==> src/sv/cgm_pkg.sv <==
// Shared constants and types for the color gradient map.
package cgm_pkg;

  localparam int RANGE_W = 16;
  localparam int CFG_W = 48;
  localparam int CFG_IDX_W = 3;
  localparam int STOP_CNT_W = 4;
  localparam int STOP_IDX_W = 3;
  localparam int STOP_SLOTS = 8;
  localparam int NUM_STOP_REGS = 4;
  localparam int CH_W = 8;
  localparam int NUM_CH = 3;
  localparam int SEG_NUM_W = RANGE_W + STOP_IDX_W;
  localparam int MIX_W = RANGE_W + CH_W;

  localparam logic [CFG_IDX_W-1:0] CFG_RANGE_LOW  = 3'd0;
  localparam logic [CFG_IDX_W-1:0] CFG_RANGE_HIGH = 3'd1;
  localparam logic [CFG_IDX_W-1:0] CFG_STOP_COUNT = 3'd2;
  localparam logic [CFG_IDX_W-1:0] CFG_STOPS_01   = 3'd3;
  localparam logic [CFG_IDX_W-1:0] CFG_STOPS_23   = 3'd4;
  localparam logic [CFG_IDX_W-1:0] CFG_STOPS_45   = 3'd5;
  localparam logic [CFG_IDX_W-1:0] CFG_STOPS_67   = 3'd6;

  localparam logic signed [RANGE_W-1:0] RANGE_LOW_RST  = 16'sd0;
  localparam logic signed [RANGE_W-1:0] RANGE_HIGH_RST = 16'sd255;
  localparam logic [STOP_CNT_W-1:0]     STOP_COUNT_RST = 4'd2;
  localparam logic [CFG_W-1:0]          STOPS_01_RST   = 48'hFFFF_FF00_0000;

  // Lane 2 is red, lane 1 green and lane 0 blue.
  typedef logic [NUM_CH-1:0][CH_W-1:0] rgb_t;

  typedef struct packed {
    logic                  interp;
    logic [STOP_IDX_W-1:0] idx;
    logic                  clamp;
  } cgm_ctl_t;

endpackage

==> src/sv/cgm_in_if.sv <==
// Input stream interface carrying one signed sample per transfer.
interface cgm_in_if #(
  parameter int SAMPLE_BITS = 16
);
  logic                          valid;
  logic                          ready;
  logic signed [SAMPLE_BITS-1:0] sample;

  modport source (output valid, output sample, input ready);
  modport sink (input valid, input sample, output ready);
endinterface

==> src/sv/cgm_out_if.sv <==
// Output stream interface carrying one RGB color and a clamp flag per transfer.
interface cgm_out_if;
  import cgm_pkg::*;

  logic            valid;
  logic            ready;
  logic [CH_W-1:0] red;
  logic [CH_W-1:0] green;
  logic [CH_W-1:0] blue;
  logic            clamped;

  modport source (output valid, output red, output green, output blue, output clamped,
                  input ready);
  modport sink (input valid, input red, input green, input blue, input clamped,
                output ready);
endinterface

==> src/sv/color_gradient_map_top.sv <==
// Top level of the color gradient map: configuration registers and the mapping pipeline.
//
// Each sample is mapped to an RGB color by linear interpolation between up to eight
// evenly spaced color stops over [range_low, range_high]; samples outside the range take
// the first or last stop and raise clamped. The block takes one sample per clock.
// One stage checks the range and scales the offset, a 3-stage divider finds the segment
// and its remainder, one stage multiplies the two stop colors by their weights, one
// adds them, an 8-stage divider scales each channel back, and the output register
// holds the result. When the output is not taken the whole pipeline holds, and the
// input is stalled with it.
module color_gradient_map_top #(
  parameter int MAX_STOPS   = 8,
  parameter int SAMPLE_BITS = 16
) (
  input  logic                            clk_i,
  input  logic                            rst_ni,
  input  logic                            cfg_we_i,
  input  logic [cgm_pkg::CFG_IDX_W-1:0]   cfg_idx_i,
  input  logic [cgm_pkg::CFG_W-1:0]       cfg_wdata_i,
  cgm_in_if.sink                          in_i,
  cgm_out_if.source                       out_o
);
  import cgm_pkg::*;

  localparam int EW = ((SAMPLE_BITS > RANGE_W) ? SAMPLE_BITS : RANGE_W) + 1;
  localparam int CTL_W = $bits(cgm_ctl_t);

  logic signed [RANGE_W-1:0]       range_low_q;
  logic signed [RANGE_W-1:0]       range_high_q;
  logic [STOP_CNT_W-1:0]           stop_count_q;
  logic [NUM_STOP_REGS-1:0][CFG_W-1:0] stop_regs_q;
  rgb_t [STOP_SLOTS-1:0]           stop_tab;
  logic [RANGE_W-1:0]              span;
  logic                            en;

  always_ff @(posedge clk_i or negedge rst_ni) begin
    if (!rst_ni) begin
      range_low_q    <= RANGE_LOW_RST;
      range_high_q   <= RANGE_HIGH_RST;
      stop_count_q   <= STOP_COUNT_RST;
      stop_regs_q[0] <= STOPS_01_RST;
      stop_regs_q[1] <= '0;
      stop_regs_q[2] <= '0;
      stop_regs_q[3] <= '0;
    end else if (cfg_we_i) begin
      case (cfg_idx_i)
        CFG_RANGE_LOW:  range_low_q    <= signed'(cfg_wdata_i[RANGE_W-1:0]);
        CFG_RANGE_HIGH: range_high_q   <= signed'(cfg_wdata_i[RANGE_W-1:0]);
        CFG_STOP_COUNT: stop_count_q   <= cfg_wdata_i[STOP_CNT_W-1:0];
        CFG_STOPS_01:   stop_regs_q[0] <= cfg_wdata_i;
        CFG_STOPS_23:   stop_regs_q[1] <= cfg_wdata_i;
        CFG_STOPS_45:   stop_regs_q[2] <= cfg_wdata_i;
        CFG_STOPS_67:   stop_regs_q[3] <= cfg_wdata_i;
        default: ;
      endcase
    end
  end

  assign stop_tab = stop_regs_q;
  assign span     = RANGE_W'(range_high_q - range_low_q);
  assign en       = !out_o.valid || out_o.ready;
  assign in_i.ready = en;

  // Range check and offset scaling.
  logic signed [EW-1:0]      v_ext;
  logic signed [EW-1:0]      low_ext;
  logic signed [EW-1:0]      high_ext;
  logic signed [EW-1:0]      diff;
  logic [STOP_CNT_W-1:0]     n_eff;
  logic [STOP_IDX_W-1:0]     last_idx;
  logic                      below;
  logic                      at_or_above;
  logic                      degenerate;
  cgm_ctl_t                  a_ctl_d;
  logic [SEG_NUM_W-1:0]      a_t_d;

  always_comb begin
    v_ext       = EW'(in_i.sample);
    low_ext     = EW'(range_low_q);
    high_ext    = EW'(range_high_q);
    diff        = v_ext - low_ext;
    n_eff       = (stop_count_q > STOP_CNT_W'(MAX_STOPS)) ? STOP_CNT_W'(MAX_STOPS)
                                                          : stop_count_q;
    last_idx    = STOP_IDX_W'(n_eff - STOP_CNT_W'(1));
    below       = v_ext < low_ext;
    at_or_above = v_ext >= high_ext;
    degenerate  = (n_eff < STOP_CNT_W'(2)) || (range_high_q <= range_low_q);
    a_ctl_d.clamp  = below || (v_ext > high_ext);
    a_ctl_d.interp = !degenerate && !below && !at_or_above;
    a_ctl_d.idx    = (degenerate || below) ? '0 : last_idx;
    a_t_d = SEG_NUM_W'(diff[RANGE_W-1:0]) * SEG_NUM_W'(last_idx);
  end

  logic                 a_valid_q;
  cgm_ctl_t             a_ctl_q;
  logic [SEG_NUM_W-1:0] a_t_q [1];

  always_ff @(posedge clk_i or negedge rst_ni) begin
    if (!rst_ni) begin
      a_valid_q <= 1'b0;
    end else if (en) begin
      a_valid_q <= in_i.valid;
    end
  end

  always_ff @(posedge clk_i) begin
    if (en) begin
      a_ctl_q  <= a_ctl_d;
      a_t_q[0] <= a_t_d;
    end
  end

  // Segment and remainder.
  logic                  g_valid;
  logic [STOP_IDX_W-1:0] g_seg [1];
  logic [SEG_NUM_W-1:0]  g_rem [1];
  logic [CTL_W-1:0]      g_side;

  cgm_div #(
    .NUM_W  (SEG_NUM_W),
    .DEN_W  (RANGE_W),
    .QUO_W  (STOP_IDX_W),
    .LANES  (1),
    .SIDE_W (CTL_W)
  ) u_seg_div (
    .clk_i   (clk_i),
    .rst_ni  (rst_ni),
    .en_i    (en),
    .den_i   (span),
    .valid_i (a_valid_q),
    .num_i   (a_t_q),
    .side_i  (a_ctl_q),
    .valid_o (g_valid),
    .quo_o   (g_seg),
    .rem_o   (g_rem),
    .side_o  (g_side)
  );

  // Weighted stop colors.
  logic [RANGE_W-1:0]    g_r;
  logic [RANGE_W-1:0]    g_w;
  rgb_t                  g_ca;
  rgb_t                  g_cb;
  logic                  m_valid_q;
  logic [CTL_W-1:0]      m_side_q;
  logic [MIX_W-1:0]      pa_q [NUM_CH];
  logic [MIX_W-1:0]      pb_q [NUM_CH];

  assign g_r  = g_rem[0][RANGE_W-1:0];
  assign g_w  = span - g_r;
  assign g_ca = stop_tab[g_seg[0]];
  assign g_cb = stop_tab[STOP_IDX_W'(g_seg[0] + STOP_IDX_W'(1))];

  always_ff @(posedge clk_i or negedge rst_ni) begin
    if (!rst_ni) begin
      m_valid_q <= 1'b0;
    end else if (en) begin
      m_valid_q <= g_valid;
    end
  end

  always_ff @(posedge clk_i) begin
    if (en) begin
      m_side_q <= g_side;
      for (int c = 0; c < NUM_CH; c++) begin
        pa_q[c] <= MIX_W'(g_w) * MIX_W'(g_ca[c]);
        pb_q[c] <= MIX_W'(g_r) * MIX_W'(g_cb[c]);
      end
    end
  end

  // Numerator sum.
  logic             s_valid_q;
  logic [CTL_W-1:0] s_side_q;
  logic [MIX_W-1:0] s_num_q [NUM_CH];

  always_ff @(posedge clk_i or negedge rst_ni) begin
    if (!rst_ni) begin
      s_valid_q <= 1'b0;
    end else if (en) begin
      s_valid_q <= m_valid_q;
    end
  end

  always_ff @(posedge clk_i) begin
    if (en) begin
      s_side_q <= m_side_q;
      for (int c = 0; c < NUM_CH; c++) begin
        s_num_q[c] <= pa_q[c] + pb_q[c];
      end
    end
  end

  // Channel scaling.
  logic             c_valid;
  logic [CH_W-1:0]  c_quo [NUM_CH];
  logic [MIX_W-1:0] c_rem [NUM_CH];
  logic [CTL_W-1:0] c_side;
  cgm_ctl_t         c_ctl;

  cgm_div #(
    .NUM_W  (MIX_W),
    .DEN_W  (RANGE_W),
    .QUO_W  (CH_W),
    .LANES  (NUM_CH),
    .SIDE_W (CTL_W)
  ) u_ch_div (
    .clk_i   (clk_i),
    .rst_ni  (rst_ni),
    .en_i    (en),
    .den_i   (span),
    .valid_i (s_valid_q),
    .num_i   (s_num_q),
    .side_i  (s_side_q),
    .valid_o (c_valid),
    .quo_o   (c_quo),
    .rem_o   (c_rem),
    .side_o  (c_side)
  );

  assign c_ctl = cgm_ctl_t'(c_side);

  // Output register.
  rgb_t color_d;
  logic out_valid_q;
  rgb_t color_q;
  logic clamped_q;

  always_comb begin
    if (c_ctl.interp) begin
      for (int c = 0; c < NUM_CH; c++) begin
        color_d[c] = c_quo[c];
      end
    end else begin
      color_d = stop_tab[c_ctl.idx];
    end
  end

  always_ff @(posedge clk_i or negedge rst_ni) begin
    if (!rst_ni) begin
      out_valid_q <= 1'b0;
    end else if (en) begin
      out_valid_q <= c_valid;
    end
  end

  always_ff @(posedge clk_i) begin
    if (en) begin
      color_q   <= color_d;
      clamped_q <= c_ctl.clamp;
    end
  end

  assign out_o.valid   = out_valid_q;
  assign out_o.red     = color_q[2];
  assign out_o.green   = color_q[1];
  assign out_o.blue    = color_q[0];
  assign out_o.clamped = clamped_q;

endmodule

==> src/sv/cgm_div.sv <==
// Pipelined restoring divider, one quotient bit per stage, with parallel lanes.
module cgm_div #(
  parameter int NUM_W  = 24,
  parameter int DEN_W  = 16,
  parameter int QUO_W  = 8,
  parameter int LANES  = 3,
  parameter int SIDE_W = 5
) (
  input  logic              clk_i,
  input  logic              rst_ni,
  input  logic              en_i,
  input  logic [DEN_W-1:0]  den_i,
  input  logic              valid_i,
  input  logic [NUM_W-1:0]  num_i [LANES],
  input  logic [SIDE_W-1:0] side_i,
  output logic              valid_o,
  output logic [QUO_W-1:0]  quo_o [LANES],
  output logic [NUM_W-1:0]  rem_o [LANES],
  output logic [SIDE_W-1:0] side_o
);

  localparam int CMP_W = NUM_W + DEN_W + QUO_W;

  logic [QUO_W-1:0]  vld_q;
  logic [NUM_W-1:0]  rem_q  [QUO_W][LANES];
  logic [QUO_W-1:0]  quo_q  [QUO_W][LANES];
  logic [SIDE_W-1:0] side_q [QUO_W];
  logic [NUM_W-1:0]  rem_d  [QUO_W][LANES];
  logic [QUO_W-1:0]  quo_d  [QUO_W][LANES];

  always_comb begin
    logic [CMP_W-1:0] cur;
    logic [CMP_W-1:0] trial;
    logic [QUO_W-1:0] cq;
    for (int s = 0; s < QUO_W; s++) begin
      for (int l = 0; l < LANES; l++) begin
        if (s == 0) begin
          cur = CMP_W'(num_i[l]);
          cq  = '0;
        end else begin
          cur = CMP_W'(rem_q[(s == 0) ? 0 : s - 1][l]);
          cq  = quo_q[(s == 0) ? 0 : s - 1][l];
        end
        trial = CMP_W'(den_i) << (QUO_W - 1 - s);
        if (cur >= trial) begin
          rem_d[s][l] = NUM_W'(cur - trial);
          quo_d[s][l] = cq | (QUO_W'(1) << (QUO_W - 1 - s));
        end else begin
          rem_d[s][l] = NUM_W'(cur);
          quo_d[s][l] = cq;
        end
      end
    end
  end

  always_ff @(posedge clk_i or negedge rst_ni) begin
    if (!rst_ni) begin
      vld_q <= '0;
    end else if (en_i) begin
      vld_q <= {vld_q[QUO_W-2:0], valid_i};
    end
  end

  always_ff @(posedge clk_i) begin
    if (en_i) begin
      for (int s = 0; s < QUO_W; s++) begin
        for (int l = 0; l < LANES; l++) begin
          rem_q[s][l] <= rem_d[s][l];
          quo_q[s][l] <= quo_d[s][l];
        end
        side_q[s] <= (s == 0) ? side_i : side_q[(s == 0) ? 0 : s - 1];
      end
    end
  end

  assign valid_o = vld_q[QUO_W-1];
  assign quo_o   = quo_q[QUO_W-1];
  assign rem_o   = rem_q[QUO_W-1];
  assign side_o  = side_q[QUO_W-1];

endmodule

==> src/flat_wrapper.sv <==
// flat-port wrapper written by rule: the top's interface ports become plain ports
module color_gradient_map_top_flat import cgm_pkg::*;
#(
  parameter int MAX_STOPS   = 8,
  parameter int SAMPLE_BITS = 16
)
  (clk_i, rst_ni, cfg_we_i, cfg_idx_i, cfg_wdata_i, in_i_valid, in_i_sample, in_i_ready, out_o_valid, out_o_red, out_o_green, out_o_blue, out_o_clamped, out_o_ready);
  cgm_in_if #(.SAMPLE_BITS(SAMPLE_BITS)) in_i_i ();
  cgm_out_if out_o_i ();
  input  logic clk_i;
  input  logic rst_ni;
  input  logic cfg_we_i;
  input  logic [cgm_pkg::CFG_IDX_W-1:0] cfg_idx_i;
  input  logic [cgm_pkg::CFG_W-1:0] cfg_wdata_i;
  input wire logic [$bits(in_i_i.valid)-1:0] in_i_valid;
  input wire logic [$bits(in_i_i.sample)-1:0] in_i_sample;
  output wire logic [$bits(in_i_i.ready)-1:0] in_i_ready;
  output wire logic [$bits(out_o_i.valid)-1:0] out_o_valid;
  output wire logic [$bits(out_o_i.red)-1:0] out_o_red;
  output wire logic [$bits(out_o_i.green)-1:0] out_o_green;
  output wire logic [$bits(out_o_i.blue)-1:0] out_o_blue;
  output wire logic [$bits(out_o_i.clamped)-1:0] out_o_clamped;
  input wire logic [$bits(out_o_i.ready)-1:0] out_o_ready;
  assign in_i_i.valid = in_i_valid;
  assign in_i_i.sample = in_i_sample;
  assign in_i_ready = in_i_i.ready;
  assign out_o_valid = out_o_i.valid;
  assign out_o_red = out_o_i.red;
  assign out_o_green = out_o_i.green;
  assign out_o_blue = out_o_i.blue;
  assign out_o_clamped = out_o_i.clamped;
  assign out_o_i.ready = out_o_ready;
  color_gradient_map_top #(.MAX_STOPS(MAX_STOPS), .SAMPLE_BITS(SAMPLE_BITS)) u_core (.clk_i(clk_i), .rst_ni(rst_ni), .cfg_we_i(cfg_we_i), .cfg_idx_i(cfg_idx_i), .cfg_wdata_i(cfg_wdata_i), .in_i(in_i_i), .out_o(out_o_i));
endmodule
==> config.mk <==
export PLATFORM = sky130hd
export DESIGN_NAME = color_gradient_map_top_flat
export DESIGN_NICKNAME = d
export VERILOG_FILES = /design/src/sv/cgm_pkg.sv /design/src/sv/cgm_in_if.sv /design/src/sv/cgm_out_if.sv /design/src/sv/color_gradient_map_top.sv /design/src/sv/cgm_div.sv /design/src/flat_wrapper.sv
export SDC_FILE = /design/constraint.sdc
export NUM_CORES = 2
export LEC_CHECK = 0
export CORE_MARGIN = 5
export CORE_UTILIZATION = 30
export CTS_CLUSTER_SIZE = 40
export DETAILED_ROUTE_END_ITERATION = 10
export DONT_BUFFER_PORTS = 1
export PLACE_DENSITY = 0.41
export SLEW_MARGIN = 25
export SYNTH_ARGS = -nofsm -noshare
export SYNTH_HDL_FRONTEND = slang
export SYNTH_SLANG_ARGS = --single-unit
==> constraint.sdc <==
create_clock -name clk_i -period 45.6 [get_ports clk_i]
set_input_delay 2.28 -clock clk_i [delete_from_list [all_inputs] [get_ports clk_i]]
set_output_delay 2.28 -clock clk_i [all_outputs]
set_load 0.01 [all_outputs]
==> results.py <==
metrics = {
    "status": {
        "status": "completed",
    },
    "critical_path": {
        "r2r-end": "u_core.pa_q[0][46]$_DFFE_PP_",
        "crit_fanout": 24,
        "slowest_stage": "fa_1",
        "cp-startpoint": "u_core.range_high_q[0]$_DFFE_PN1P_",
        "cpPeakStageDelay_ns": 0.52,
        "path_class": "flop to flop",
        "crit_path_end_kind": "flop",
        "rr_worst_depth": 36,
        "cp-start-kind": "flop",
        "worstPathArrival_ns": 9.74,
        "worst_ep_required_time_ns": 46.15,
        "r2r-start": "u_core.range_high_q[0]$_DFFE_PN1P_",
        "rrSetupSlack_ns": 36.41,
    },
    "drt": {
        "vias_per_cell": 5.032,
        "wire_per_inst_um": 21.77,
        "drc": 0,
        "vias": 68900,
        "finalWirelength_um": 298000,
        "first_pass_iters": 5,
        "first_iter_violations": 4263,
        "ant_nets": 0,
    },
    "sta": {
        "setup_tns_ns": 0,
        "slew-limit-headroom_pct": 21.65,
        "finalSetupViolCount": 0,
        "tightestPinTransition_ns": 1.143,
        "finClkSkew_ns": 0.08076,
        "final_hold_viol_count": 0,
        "period_share_pct": 20.16,
        "report.final.slew_viol_count": 0,
        "fmax_mhz": 108.8,
        "min_period_ns": 9.193,
        "rsz0062_at_grt": "no",
    },
    "floorplanning": {
        "dieHeight_um": 581.7,
        "start_util_pct": 30.04,
        "rows": 210,
        "ios": 99,
        "coreArea_sq_um": 326300,
        "die_area_sq_um": 338400,
        "die_x_um": 581.7,
    },
    "logic_synthesis": {
        "synth_cells": 9160,
        "yosysSeqAreaShare_pct": 36.93,
        "synthesis.nets": 10630,
        "synth_edf_count": 1002,
        "synthArstFlopShare_pct": 19.52,
        "yosys.area.top_type": "edfxtp_1",
        "ys_ff_latch": 1245,
        "synthDominantCellAreaShare_pct": 30.69,
        "synth_commonest_cells": "1,002 x edfxtp_1, 848 x ha_1, 834 x inv_1, 747 x nor2_1, 697 x nand2_1",
        "yosysMostFrequentCell": "edfxtp_1",
        "yosysWarnings": 0,
        "yosys_most_used_dff": "edfxtp_1",
        "synth_area_sq_um": 98050,
        "syn_area_per_cell_sq_um": 10.70,
        "yosys.cell_types.count": 98,
        "synthTopCellsByArea": "edfxtp_1 31%, fa_1 11%, ha_1 11%, dfrtp_1 5.4%, mux4_2 3.3%",
    },
    "job": {
        "cap_violations": 0,
    },
    "hold_path": {
        "hold_class": "flop to flop",
        "hold_depth": 0,
        "worstHoldEndpoint": "u_core.u_ch_div.quo_q[0][47]$_DFFE_PP_",
        "min-delay-start": "u_core.u_ch_div.quo_q[0][23]$_DFFE_PP_",
    },
    "final_layout": {
        "nNetsFinal": 10670,
        "seq_area_sq_um": 36210,
        "area_growth_pct": 11.63,
        "drive_gt1_share_pct": 10.55,
        "fill_cells": 32760,
        "multiInputGateArea_sq_um": 57960,
    },
    "clock_network": {
        "clock_latency_ns": 0.85,
        "numClockSinks": 1245,
        "cts_made_buffers": 162,
        "cts_setup_buffers": 0,
        "holdBufCountCts": 0,
        "cts-resized-gates": 0,
        "cts_tree": "built",
        "clock_path_buffers": 4,
        "clockRootBuffer": "clkbuf_16",
        "h-tree-depth": 4,
        "path_clk_slew_ns": 0.06,
    },
    "placed_design": {
        "port-buffer-count": 0,
        "globalplace.congestion": 0.8489,
        "hpwl_um": 222000,
    },
    "global_route": {
        "grt_pass1_vias": 71900,
        "antenna_found_initial": 26,
        "track_usage_pct": 17.39,
        "grt_max_degree": 244,
        "grt_pass1_wl_um": 452500,
        "grt_overflow": 0,
    },
}
-- cells by family after synthesis --
group                    after synthesis  synth area share, %
AO/OA/AOI/OAI                       1795                11.65
adder cells (fa/ha/maj)             1397                22.03
buffers and inverters               1125                4.350
multiplexers                         548                7.856
XOR/XNOR                             587                5.258
AND/OR/NAND/NOR                     2463                11.93
flip-flops                          1245                36.93
-- how the worst max path moves through the flow --
stage                                                 endpoint  slack (ns)  depth (start not counted)
final                             u_core.pa_q[0][46]$_DFFE_PP_       36.41                         36
after global routing              u_core.pa_q[0][46]$_DFFE_PP_       35.96                         36
after CTS                         u_core.pa_q[0][46]$_DFFE_PP_       36.40                         36
after global placement            u_core.pa_q[0][46]$_DFFE_PP_       36.54                         36
after detailed placement          u_core.pa_q[0][46]$_DFFE_PP_       36.48                         36
after floorplan           u_core.u_ch_div.vld_q[0]$_DFFE_PN0P_       12.05                          4
-- layout by cell type, fill, tap and decap left out, types with 141 or more instances in the layout --
master     synthesis  final
xnor2_1          364    359
a21oi_1          530    529
nor2_1           747    745
edfxtp_1        1002   1002
inv_1            834    820
buf_4              0    141
a21o_1           250    250
o21ai_0          199    197
nor3_1           151    150
xor2_1           222    213
nand2b_1         167    166
dfrtp_1          210    210
ha_1             848    847
mux2_2           249    249
mux4_2           144    144
fa_1             549    549
nand2_1          697    697
clkbuf_16          0    167
o21ai_1          224    225
-- final cells by class --
class | instances | share of cell area (%)
multi-input combinational | 6790 | 52.96
sequential | 1245 | 33.08
tap | 4346 | 4.968
inverter | 860 | 2.953
antenna | 9 | 0.02058
clock inverter | 93 | 0.9717
clock buffer | 203 | 4.006
timing repair buffer | 146 | 1.038
-- worst max-delay path: cells and delay by family (launching register included) --
kind | cells | cell delay [ns]
AOI/OAI and AO/OA | 17 | 3.79
adders and majority gates | 8 | 3.28
buffers and inverters | 5 | 0.55
and+or+nand+nor | 3 | 0.46
xor gates and xnor gates | 3 | 0.45
DFF | 1 | 0.37
-- state kept, by name, indices dropped and copies added, names as in the netlist, 6 cells and up --
| name | cells |
|---|---|
| u_core.u_ch_div.side_q | 40 |
| u_core.range_high_q | 16 |
| u_core.u_seg_div.side_q | 15 |
| u_core.pa_q | 72 |
| u_core.u_ch_div.vld_q | 8 |
| u_core.u_seg_div.quo_q | 6 |
| u_core.stop_regs_q | 192 |
| u_core.out_o.red | 8 |
| u_core.u_ch_div.rem_q | 504 |
| u_core.range_low_q | 16 |
| u_core.u_ch_div.quo_q | 108 |
| u_core.s_num_q | 72 |
| u_core.out_o.blue | 8 |
| u_core.a_t_q | 19 |
| u_core.pb_q | 72 |
| u_core.out_o.green | 8 |
| u_core.u_seg_div.rem_q | 54 |
-- stage by stage --
step                hold WS [ns]  cell area (sq um)  utilization [%]  setup WS [ns]  cells
global placement          0.4010             103900            31.85          36.54  13390
detailed placement        0.4045             103900            31.85          36.48  13390
finish                    0.3824             109400            33.54          36.41  13690
global route              0.3975             109400            33.54          35.96  13690
floorplan                 0.4003              98050                -          12.05   9160
CTS                       0.3819             109400            33.52          36.40  13680
-- layer usage --
| layer | global-route usage (%) | vias to the layer above | share of wire [%] |
|---|---|---|---|
| li1 | - | 32660 | - |
| met1 | 23.95 | 34530 | 47 |
| met2 | 28.53 | 1315 | 46 |
| met3 | 2.079 | 392 | 3.6 |
| met4 | 5.503 | 2 | 3.3 |
| met5 | 0 | - | 0.0040 |
Power is not shown: default switching activity piles up to over one toggle a cycle in this logic, so the estimate is an artifact.
